File: src/rtl/blcc_pkg.sv
// Shared types, constants and color tables for the button lamp color controller.
// No dependencies; every other file uses this package.
package blcc_pkg;

  localparam int LevelW     = 8;
  localparam int ColorSlotW = 3;
  localparam int IntSlotW   = 4;
  localparam int CfgIdxW    = 2;
  localparam int NumColors  = 7;
  localparam int NumLevels  = 9;

  localparam logic [ColorSlotW-1:0] RAINBOW_SLOT = ColorSlotW'(7);
  localparam logic [IntSlotW-1:0]   LAST_LEVEL   = IntSlotW'(NumLevels - 1);

  // Configuration register indexes
  typedef enum logic [CfgIdxW-1:0] {
    CFG_LONG_PRESS   = 2'd0,
    CFG_IDLE_TIMEOUT = 2'd1
  } cfg_idx_t;

  // Rainbow fade phases
  typedef enum logic [5:0] {
    PH_BLUE_UP    = 6'b000001,
    PH_RED_DOWN   = 6'b000010,
    PH_GREEN_UP   = 6'b000100,
    PH_BLUE_DOWN  = 6'b001000,
    PH_RED_UP     = 6'b010000,
    PH_GREEN_DOWN = 6'b100000
  } phase_t;

  typedef struct packed {
    logic [LevelW-1:0] green;
    logic [LevelW-1:0] red;
    logic [LevelW-1:0] blue;
  } lamp_t;

  typedef struct packed {
    logic                  last_button;
    logic [LevelW-1:0]     tick_count;
    logic                  level_mode;
    logic [ColorSlotW-1:0] color_slot;
    logic [IntSlotW-1:0]   intensity_slot;
    logic [LevelW-1:0]     intensity_level;
    lamp_t                 lamp;
    phase_t                phase;
  } state_t;

  typedef struct packed {
    lamp_t lamp;
    logic  level_mode;
  } result_t;

  // Intensity level for each intensity slot
  function automatic logic [LevelW-1:0] level_of(input logic [IntSlotW-1:0] slot);
    logic [LevelW-1:0] lvl;
    unique case (slot)
      4'd0:    lvl = 8'd31;
      4'd1:    lvl = 8'd63;
      4'd2:    lvl = 8'd95;
      4'd3:    lvl = 8'd127;
      4'd4:    lvl = 8'd159;
      4'd5:    lvl = 8'd191;
      4'd6:    lvl = 8'd223;
      4'd7:    lvl = 8'd255;
      default: lvl = 8'd0;
    endcase
    return lvl;
  endfunction

  // Green, red, blue on/off mask; the rainbow slot wraps onto red
  function automatic logic [2:0] hue_of(input logic [ColorSlotW-1:0] slot);
    logic [2:0] mask;
    unique case (slot)
      3'd1:    mask = 3'b100;
      3'd2:    mask = 3'b001;
      3'd3:    mask = 3'b110;
      3'd4:    mask = 3'b011;
      3'd5:    mask = 3'b101;
      3'd6:    mask = 3'b111;
      default: mask = 3'b010;
    endcase
    return mask;
  endfunction

  function automatic lamp_t fixed_color(input logic [ColorSlotW-1:0] slot,
                                        input logic [LevelW-1:0] lvl);
    logic [2:0] mask;
    lamp_t      c;
    mask    = hue_of(slot);
    c.green = mask[2] ? lvl : '0;
    c.red   = mask[1] ? lvl : '0;
    c.blue  = mask[0] ? lvl : '0;
    return c;
  endfunction

endpackage

File: src/rtl/blcc_if.sv
// Handshake channel interfaces for button requests and lamp color results.
// Depends on blcc_pkg for field widths.
interface blcc_in_if;
  logic valid;
  logic ready;
  logic button_level;

  modport source (output valid, output button_level, input ready);
  modport sink   (input valid, input button_level, output ready);
endinterface

interface blcc_out_if;
  logic                        valid;
  logic                        ready;
  logic [blcc_pkg::LevelW-1:0] green_level;
  logic [blcc_pkg::LevelW-1:0] red_level;
  logic [blcc_pkg::LevelW-1:0] blue_level;
  logic                        intensity_mode_led;

  modport source (output valid, output green_level, output red_level, output blue_level,
                  output intensity_mode_led, input ready);
  modport sink   (input valid, input green_level, input red_level, input blue_level,
                  input intensity_mode_led, output ready);
endinterface

File: src/rtl/button_lamp_color_controller.sv
// Top level of the button lamp color controller: input register, state and
// configuration registers, next-state logic and result register.
// Depends on blcc_pkg, blcc_if, blcc_next and blcc_out_reg.
//
//   channel   | dir | handshake     | payload
//   ----------+-----+---------------+-------------------------------------------
//   in_chan   | in  | valid/ready   | button_level
//   out_chan  | out | valid/ready   | green_level, red_level, blue_level,
//             |     |               | intensity_mode_led
//   cfg_*     | in  | write enable  | cfg_index (2 bits), cfg_wdata (8 bits)
//
// One request per clock while out_chan is ready; a result is presented after its
// request passes the input register, then the result register.
// The tick's state update is one pass of logic from the input register into
// the state and result registers.
// Reset (synchronous, rst_n low) restores the power-up lamp state and defaults.
// A stalled result holds; the input register keeps its request until the
// result register frees, so in_chan.ready is high when empty or can_load.
module button_lamp_color_controller (
  input  logic                               clk,
  input  logic                               rst_n,
  blcc_in_if.sink                            in_chan,
  blcc_out_if.source                         out_chan,
  input  logic                               cfg_we,
  input  logic [blcc_pkg::CfgIdxW-1:0]       cfg_index,
  input  logic [blcc_pkg::LevelW-1:0]        cfg_wdata
);
  import blcc_pkg::*;

  logic              in_valid_r;
  logic              in_valid_nxt;
  logic              in_button_r;
  logic              advance;
  logic              can_load;
  logic              in_take;
  logic [LevelW-1:0] long_press_r;
  logic [LevelW-1:0] idle_timeout_r;
  state_t            state_r;
  state_t            state_nxt;
  result_t           result;

  assign advance       = in_valid_r && can_load;
  assign in_chan.ready = !in_valid_r || can_load;
  assign in_take       = in_chan.valid && in_chan.ready;

  // Input register
  always_comb begin
    if (in_take) begin
      in_valid_nxt = 1'b1;
    end else if (advance) begin
      in_valid_nxt = 1'b0;
    end else begin
      in_valid_nxt = in_valid_r;
    end
  end

  always_ff @(posedge clk) begin
    if (!rst_n) begin
      in_valid_r <= 1'b0;
    end else begin
      in_valid_r <= in_valid_nxt;
    end
  end

  always_ff @(posedge clk) begin
    if (in_take) begin
      in_button_r <= in_chan.button_level;
    end
  end

  // Configuration registers
  always_ff @(posedge clk) begin
    if (!rst_n) begin
      long_press_r   <= LevelW'(10);
      idle_timeout_r <= LevelW'(20);
    end else if (cfg_we) begin
      if (cfg_index == CFG_LONG_PRESS) begin
        long_press_r <= cfg_wdata;
      end else if (cfg_index == CFG_IDLE_TIMEOUT) begin
        idle_timeout_r <= cfg_wdata;
      end
    end
  end

  blcc_next u_next (
    .cur                (state_r),
    .button_level       (in_button_r),
    .long_press_ticks   (long_press_r),
    .idle_timeout_ticks (idle_timeout_r),
    .nxt                (state_nxt)
  );

  // Lamp state, advanced once per tick
  always_ff @(posedge clk) begin
    if (!rst_n) begin
      state_r.last_button     <= 1'b1;
      state_r.tick_count      <= '0;
      state_r.level_mode      <= 1'b0;
      state_r.color_slot      <= '0;
      state_r.intensity_slot  <= IntSlotW'(2);
      state_r.intensity_level <= LevelW'(95);
      state_r.lamp.green      <= '0;
      state_r.lamp.red        <= LevelW'(95);
      state_r.lamp.blue       <= '0;
      state_r.phase           <= PH_BLUE_UP;
    end else if (advance) begin
      state_r <= state_nxt;
    end
  end

  assign result.lamp       = state_nxt.lamp;
  assign result.level_mode = state_nxt.level_mode;

  blcc_out_reg u_out_reg (
    .clk       (clk),
    .rst_n     (rst_n),
    .load      (advance),
    .load_data (result),
    .can_load  (can_load),
    .out_chan  (out_chan)
  );

endmodule

File: src/rtl/blcc_next.sv
// Next-state logic for one tick: edge detection, click handling, idle timeout
// and one rainbow fade step. Depends on blcc_pkg.
module blcc_next (
  input  blcc_pkg::state_t                cur,
  input  logic                            button_level,
  input  logic [blcc_pkg::LevelW-1:0]     long_press_ticks,
  input  logic [blcc_pkg::LevelW-1:0]     idle_timeout_ticks,
  output blcc_pkg::state_t                nxt
);
  import blcc_pkg::*;

  state_t              s;
  logic                press;
  logic                release_edge;
  logic [IntSlotW-1:0] islot_inc;

  assign press        = !button_level && cur.last_button;
  assign release_edge = button_level && !cur.last_button;
  assign islot_inc    = cur.intensity_slot + IntSlotW'(1);

  always_comb begin
    s = cur;

    // Handle edges and the idle timeout
    if (press) begin
      s.tick_count = '0;
    end else if (release_edge) begin
      if (cur.tick_count < long_press_ticks) begin
        if (cur.level_mode) begin
          // Step intensity, wrapping after the last level
          s.intensity_slot  = (cur.intensity_slot >= LAST_LEVEL) ? '0 : islot_inc;
          s.intensity_level = level_of(s.intensity_slot);
          if (cur.color_slot != RAINBOW_SLOT) begin
            s.lamp = fixed_color(cur.color_slot, s.intensity_level);
          end
        end else begin
          // Step color, rainbow after the seven fixed colors
          s.color_slot = cur.color_slot + ColorSlotW'(1);
          if (s.color_slot == RAINBOW_SLOT) begin
            s.lamp.green = '0;
            s.lamp.red   = cur.intensity_level;
            s.lamp.blue  = '0;
            s.phase      = PH_BLUE_UP;
          end else begin
            s.lamp = fixed_color(s.color_slot, cur.intensity_level);
          end
        end
      end else begin
        s.level_mode = 1'b1;
      end
      s.tick_count = '0;
    end else if (button_level && cur.last_button) begin
      if (cur.level_mode && (cur.tick_count > idle_timeout_ticks)) begin
        s.level_mode = 1'b0;
      end
    end
    s.last_button = button_level;

    // Advance the rainbow fade
    if (s.color_slot == RAINBOW_SLOT) begin
      unique case (s.phase)
        PH_BLUE_UP: begin
          s.lamp.blue = s.lamp.blue + LevelW'(1);
          if (s.lamp.blue >= s.intensity_level) s.phase = PH_RED_DOWN;
        end
        PH_RED_DOWN: begin
          s.lamp.red = s.lamp.red - LevelW'(1);
          if (s.lamp.red == '0) s.phase = PH_GREEN_UP;
        end
        PH_GREEN_UP: begin
          s.lamp.green = s.lamp.green + LevelW'(1);
          if (s.lamp.green >= s.intensity_level) s.phase = PH_BLUE_DOWN;
        end
        PH_BLUE_DOWN: begin
          s.lamp.blue = s.lamp.blue - LevelW'(1);
          if (s.lamp.blue == '0) s.phase = PH_RED_UP;
        end
        PH_RED_UP: begin
          s.lamp.red = s.lamp.red + LevelW'(1);
          if (s.lamp.red >= s.intensity_level) s.phase = PH_GREEN_DOWN;
        end
        PH_GREEN_DOWN: begin
          s.lamp.green = s.lamp.green - LevelW'(1);
          if (s.lamp.green == '0) s.phase = PH_BLUE_UP;
        end
        default: begin
        end
      endcase
    end

    s.tick_count = s.tick_count + LevelW'(1);
    nxt = s;
  end

endmodule

File: src/rtl/blcc_out_reg.sv
// Result register with valid flag that holds a color result until it is taken.
// Depends on blcc_pkg and blcc_out_if.
module blcc_out_reg (
  input  logic              clk,
  input  logic              rst_n,
  input  logic              load,
  input  blcc_pkg::result_t load_data,
  output logic              can_load,
  blcc_out_if.source        out_chan
);
  import blcc_pkg::*;

  logic    out_valid_r;
  logic    out_valid_nxt;
  result_t out_data_r;

  // Free when empty or when the held result leaves this cycle
  assign can_load = !out_valid_r || out_chan.ready;

  always_comb begin
    if (load) begin
      out_valid_nxt = 1'b1;
    end else if (out_chan.ready) begin
      out_valid_nxt = 1'b0;
    end else begin
      out_valid_nxt = out_valid_r;
    end
  end

  always_ff @(posedge clk) begin
    if (!rst_n) begin
      out_valid_r <= 1'b0;
    end else begin
      out_valid_r <= out_valid_nxt;
    end
  end

  // Capture the payload
  always_ff @(posedge clk) begin
    if (load) begin
      out_data_r <= load_data;
    end
  end

  assign out_chan.valid              = out_valid_r;
  assign out_chan.green_level        = out_data_r.lamp.green;
  assign out_chan.red_level          = out_data_r.lamp.red;
  assign out_chan.blue_level         = out_data_r.lamp.blue;
  assign out_chan.intensity_mode_led = out_data_r.level_mode;

endmodule
File: src/flat_wrapper.sv
// flat-port wrapper written by rule: the top's interface ports become plain ports
module button_lamp_color_controller_flat import blcc_pkg::*;
  (clk, rst_n, cfg_we, cfg_index, cfg_wdata, in_chan_valid, in_chan_button_level, in_chan_ready, out_chan_valid, out_chan_green_level, out_chan_red_level, out_chan_blue_level, out_chan_intensity_mode_led, out_chan_ready);
  blcc_in_if in_chan_i ();
  blcc_out_if out_chan_i ();
  input  logic clk;
  input  logic rst_n;
  input  logic cfg_we;
  input  logic [blcc_pkg::CfgIdxW-1:0] cfg_index;
  input  logic [blcc_pkg::LevelW-1:0] cfg_wdata;
  input wire logic [$bits(in_chan_i.valid)-1:0] in_chan_valid;
  input wire logic [$bits(in_chan_i.button_level)-1:0] in_chan_button_level;
  output wire logic [$bits(in_chan_i.ready)-1:0] in_chan_ready;
  output wire logic [$bits(out_chan_i.valid)-1:0] out_chan_valid;
  output wire logic [$bits(out_chan_i.green_level)-1:0] out_chan_green_level;
  output wire logic [$bits(out_chan_i.red_level)-1:0] out_chan_red_level;
  output wire logic [$bits(out_chan_i.blue_level)-1:0] out_chan_blue_level;
  output wire logic [$bits(out_chan_i.intensity_mode_led)-1:0] out_chan_intensity_mode_led;
  input wire logic [$bits(out_chan_i.ready)-1:0] out_chan_ready;
  assign in_chan_i.valid = in_chan_valid;
  assign in_chan_i.button_level = in_chan_button_level;
  assign in_chan_ready = in_chan_i.ready;
  assign out_chan_valid = out_chan_i.valid;
  assign out_chan_green_level = out_chan_i.green_level;
  assign out_chan_red_level = out_chan_i.red_level;
  assign out_chan_blue_level = out_chan_i.blue_level;
  assign out_chan_intensity_mode_led = out_chan_i.intensity_mode_led;
  assign out_chan_i.ready = out_chan_ready;
  button_lamp_color_controller u_core (.clk(clk), .rst_n(rst_n), .in_chan(in_chan_i), .out_chan(out_chan_i), .cfg_we(cfg_we), .cfg_index(cfg_index), .cfg_wdata(cfg_wdata));
endmodule
File: config.mk
export PLATFORM = sky130hd
export DESIGN_NAME = button_lamp_color_controller_flat
export DESIGN_NICKNAME = d
export VERILOG_FILES = /design/src/rtl/blcc_pkg.sv /design/src/rtl/blcc_if.sv /design/src/rtl/button_lamp_color_controller.sv /design/src/rtl/blcc_next.sv /design/src/rtl/blcc_out_reg.sv /design/src/flat_wrapper.sv
export SDC_FILE = /design/constraint.sdc
export NUM_CORES = 1
export LEC_CHECK = 0
export CORE_MARGIN = 1.5
export CORE_UTILIZATION = 50
export DETAILED_ROUTE_END_ITERATION = 10
export DONT_BUFFER_PORTS = 1
export PLACE_DENSITY = 0.69
export SYNTH_ARGS = -nofsm -noshare
export SYNTH_HDL_FRONTEND = slang
export SYNTH_SLANG_ARGS = --single-unit
File: constraint.sdc
create_clock -name clk -period 6.39 [get_ports clk]
set_input_delay 0.639 -clock clk [delete_from_list [all_inputs] [get_ports clk]]
set_output_delay 0.639 -clock clk [all_outputs]
set_load 0.02 [all_outputs]
---- Word-level counts from Yosys, hierarchy flattened ----
Memory sizes are Yosys's and may differ from the RTL's.
Cells that the tools add are included.
storage, ports and cells
  register bits after elaboration ......... 99
  memory bits (read-only) ................. 24
  output and inout port bits .............. 27
  memories ................................ 1
cells by class
  add/sub/neg operators ................... 9
  magnitude comparators ................... 6
  eq/ne operators ......................... 22
  mux-type cells .......................... 51
  bitwise operators ....................... 2
  reductions and logical operators ........ 21
memory list
  memory            words  width  read ports  clocked after Yosys merged registers in  wr ports  line            text
  (name not given)  8      3      1           0                                        0         blcc_pkg.sv:56  unique case (slot)
operator list
  cell                                                                 number
  45-bit 2-to-1 mux                                                    2
  24-bit 2-to-1 mux                                                    3
  8-bit 2-to-1 mux                                                     9
  6-bit 2-to-1 mux                                                     8
  8-bit case mux with 2 select lines                                   3
  46-bit 2-to-1 mux                                                    1
  3-bit case mux with 6 select lines                                   2
  6-bit case mux with 6 select lines                                   1
  3-bit 2-to-1 mux                                                     11
  8-bit by 1-bit adder with 8-bit output (second input constant)       4
  30-bit 2-to-1 mux                                                    1
  3-bit == test (second input constant)                                8
  8-bit >= comparator                                                  3
  8-bit zero test                                                      3
  8-bit by 1-bit subtractor with 8-bit output (second input constant)  3
  3-bit by 2-bit == test with 1-bit output (second input constant)     4
  12-bit 2-to-1 mux                                                    1
  8-bit > comparator                                                   1
  8-bit less-than comparator                                           1
  1-bit 2-to-1 mux                                                     8
  3-bit by 1-bit == test with 1-bit output (second input constant)     2
  6-bit by 1-bit == test with 1-bit output (second input constant)     1
  6-bit by 2-bit == test with 1-bit output (second input constant)     1
  6-bit by 3-bit == test with 1-bit output (second input constant)     1
  other kinds (18)                                                     29

---- Logic depth before layout (Yosys ltp) ----
  depth after elaboration ................. 19
  depth in mapped cells ................... 23
  mapped depth without buffers ............ 20

---- Modules after synthesis ----
Synthesis repeated with hierarchy kept, for this count alone.
unflattened totals
  cells, all modules ...................... 995
  area, all modules ....................... 8154.1 sq um
modules (own cells, without submodules)
  module                        times used  cells each  area an instance (sq um)  seq. area each (sq um)
  blcc_next                     1           643         4221.5                    0.0
  button_lamp_color_controller  1           323         3133.0                    1471.4
  blcc_out_reg                  1           29          799.5                     770.7

---- Worst setup path before layout ----
Ideal clock, no wire load.
  path kind ............................... flip-flop to flip-flop
  from .................................... register u_core.state_r[48] (netlist name)
  to ...................................... register u_core.state_r[2] (netlist name)
  setup time .............................. 0.074 ns
  data arrival time ....................... 4.437 ns
  required time ........................... 6.316 ns
  slack ................................... 1.878 ns
  cell stages (with the launch flop) ...... 23
  path buffers ............................ 3
  period minus slack after synthesis ...... 4.512 ns
  path through ............................ dfxtp_1 -> ha_1 -> or4_1 -> a21oi_2 -> o32a_2 -> buf_6 -> nand2_4 -> clkbuf_1 -> nor2_1 -> clkbuf_1 -> nand2_1 -> a21boi_0 -> ha_1 -> nand2b_1 -> a21o_1 -> a21o_1 -> a21o_1 -> a21o_1 -> a21oi_1 -> o21ai_0 -> or2_2 -> a211o_1 -> a31oi_1
RTL lines
  what                    line                                 text
  from (decl)             button_lamp_color_controller.sv:38   state_t state_r;
  from (signal assigned)  button_lamp_color_controller.sv:107  state_r <= state_nxt;

==> flow_summary.ini <==
[drt]
vias_per_cell = 6.31
first_pass_iters = 6
first_iter_violations = 743
wl_um = 20400
vias = 6822
route.detailed.drc = 0
ant_nets = 0
wl_per_cell_um = 18.9

[clock_network]
cts-htree-levels = 3
cts_resized = 0
cts_tree = done
clkLatencyLatePin_ns = 0.35
clk_pin_slew_ns = 0.07
cts_sinks = 99
cts.root.buffer_cell = clkbuf_16
cts_buffers = 9
cts_hold_buf = 0
cts_setup_buffers = 0
clockBufferDepth = 2

[sta]
period_share_pct = 81.1
setup_viol = 0
finalMaxSlewViolations = 0
period_needed_ns = 5.18
max_freq_mhz = 193
max_slew.worst_pin.slew_ns = 1.04
grt_setup_unrepaired = no
hold_viol_final = 0
tns_ns = 0
slew_headroom_pct = 29.9
finClkSkew_ns = 0.0125

[synthesis]
syn-instance-count = 919
synthesis.area_per_instance_um2 = 8.03
ys_ff_latch = 99
netlist_area_mm2 = 0.00738
yosysMostFrequentCell = nand2_1
synthTopCellsByCount = 110 x nand2_1, 98 x nor2_1, 73 x dfxtp_1
synth_edf_count = 26
yosysSeqAreaShare_pct = 30.4
async_reset_ff_share_pct = 0
ys_types = 85
synth_top_area_share_pct = 19.8
synth.yosys.warnings = 0
synth_flop_cell = dfxtp_1
ys_top_cells_by_area = dfxtp_1 20%, edfxtp_1 11%, ha_1 9.5%, nand2_1 5.6%, nor2_1 5.0%
synth_top_area_cell = dfxtp_1
syn_nets = 991

[worst_setup_path]
cpMaxStageDelayCell = nor2_1
critPathTopFamily = compound AO/OA/AOI/OAI gates
cp_common_cell = a21o_1
reg2reg_from = u_core.state_r[48]
required_ns = 6.67
r2r_slack_ns = 1.21
crit_buf_inv = 0
worst_r2r_endpoint = u_core.state_r[2]
cp-start-kind = register
max_stage_delay_ns = 0.53
endpoint_kind = register
critical_path_arrival_ns = 5.46
criticalPathCategory = reg2reg
reg2reg_depth = 19
cp_max_fo = 19
path_cells = ha_1, or3_1, a21oi_1, o32a_2, nand2_4, nor2_1, nand2_1, a21boi_0, ha_1, nand2b_1, a21o_1, a21o_1, a21o_1, a21o_1, a21oi_1, o21ai_0, or2_2, a211o_1, a31oi_1

[final_layout]
final_area_mm2 = 0.00774
seqCellArea_mm2 = 0.00224
layoutNonFillerInstCount = 1081
final_util_pct = 53.5
num-nets-final = 964
multiInputGateArea_mm2 = 0.00478
fill_cells = 1359
antenna_cells = 0
area_delta_synth_final_pct = 4.95
drive_gt1_share_pct = 6.13

[power]
p_sw_share_pct = 29.2
p_comb_share_pct = 16.3
p_per_area_mw_per_mm2 = 186
ir_worst_vdd_uv = 128
seqPwrFrac_pct = 48.2
internal-power_mw = 1.02
power.net_switching_mw = 0.422
leakagePower_nw = 3.13
p_clk_share_pct = 35.5

[global_route]
grt_max_degree = 46
grt_pass1_vias = 6031
grt_pass1_wl_um = 32200
grt_remaining_overflow = 0
grt_usage_pct = 26.0
antenna_found_initial = 0

[hold_path]
hold_start = rst_n
whs_endpoint = u_core.idle_timeout_r[4]
worstHoldPathType = in2reg
hold_depth = 1

[die]
start_util_pct = 51.0
coreArea_mm2 = 0.0145
die_h_um = 124
io_pins = 43
die_area_mm2 = 0.0155
fp-row-count = 44
die_w_um = 124

[place]
io_buffers = 0
placed_area_mm2 = 0.00747
hpwlAfterDp_um = 14900
dp_cells = 1065
gp_congestion = 0.975

[outcome]
status = complete, no violations

[run]
maxCapViolCount = 0
worst register-to-register path, delay by kind of cell, from the launching register on:
kind | cells | cell delay [ns]
compound gates | 11 | 2.29
simple gates | 6 | 1.75
fa+ha+maj | 2 | 0.61
flops | 1 | 0.45
flip-flops by register name, summed over array words and instances (netlist names), 8 cells and up:
name / cells
u_core.idle_timeout_r: 8
u_core.u_out_reg.out_chan.blue_level: 8
u_core.u_out_reg.out_chan.red_level: 8
u_core.long_press_r: 8
u_core.u_out_reg.out_chan.green_level: 8
u_core.state_r: 55
worst max-delay path by stage:
stage	start	end	slack, ns	depth (start not counted)
final	u_core.state_r[48]	u_core.state_r[2]	1.21	19
after global routing	u_core.state_r[48]	u_core.state_r[2]	0.81	19
after CTS	u_core.state_r[48]	u_core.state_r[2]	1.27	19
after detailed placement	u_core.state_r[48]	u_core.state_r[2]	1.30	19
after global placement	u_core.state_r[48]	u_core.state_r[2]	1.45	19
after floorplan	u_core.state_r[48]	u_core.state_r[2]	1.88	22
power groups by stage:
stage | Clock [mW] | Combinational [mW] | Sequential [mW]
after floorplan | 0 | 0.186 | 0.702
after global placement | 0 | 0.229 | 0.708
after detailed placement | 0 | 0.232 | 0.708
after CTS | 0.523 | 0.233 | 0.694
after global routing | 0.550 | 0.261 | 0.696
final | 0.512 | 0.235 | 0.694
cells in the final DEF (no fill, tap or decap), types with 10 or more instances in the layout:
cell type	count
xor2_1	21
ha_1	56
nand2_1	110
nor3_1	24
a22oi_1	10
xnor2_1	19
mux2i_1	17
edfxtp_1	26
a21o_1	11
o211ai_1	11
nand3_1	31
o21ai_0	49
nor2_1	98
nor2b_1	11
a31oi_1	11
dfxtp_1	73
a22o_1	13
a21oi_1	63
inv_1	41
nand2b_1	10
or3_1	10
routing by layer:
layer / track usage (%) / vias up / part of all wire, %
met5: 0 / - / 0
met4: 12.1 / 0 / 4.1
met3: 5.37 / 51 / 7.4
met2: 40.8 / 290 / 45
met1: 34.2 / 3169 / 43
li1: - / 3312 / -
logic make-up after synthesis:
logic type / after synthesis / share of synthesized area [%]
AOI/OAI and AO/OA: 265 / 25.1
DFF: 99 / 30.4
buffers and inverters: 88 / 4.90
and+or+nand+nor: 354 / 23.0
adders and majority gates: 56 / 9.50
muxes: 17 / 2.31
xor gates and xnor gates: 40 / 4.75
through the flow:
stage	power, mW	hold WS [ns]	setup WS (ns)
2_1_floorplan	0.887	0.434	1.88
3_3_place_gp	0.937	0.461	1.45
3_5_place_dp	0.940	0.467	1.30
4_1_cts	1.45	0.336	1.27
5_1_grt	1.51	0.342	0.811
6_report	1.44	0.346	1.21
area by class of cell:
class | instances | area share (%)
Clock buffer | 11 | 3.01
Clock inverter | 5 | 0.501
Inverter | 42 | 2.04
Sequential cell | 99 | 29.0
Timing Repair Buffer | 8 | 0.776
Tap cell | 184 | 2.97
Multi-Input combinational cell | 732 | 61.7
No activity file was read; power rests on OpenSTA's default activity.
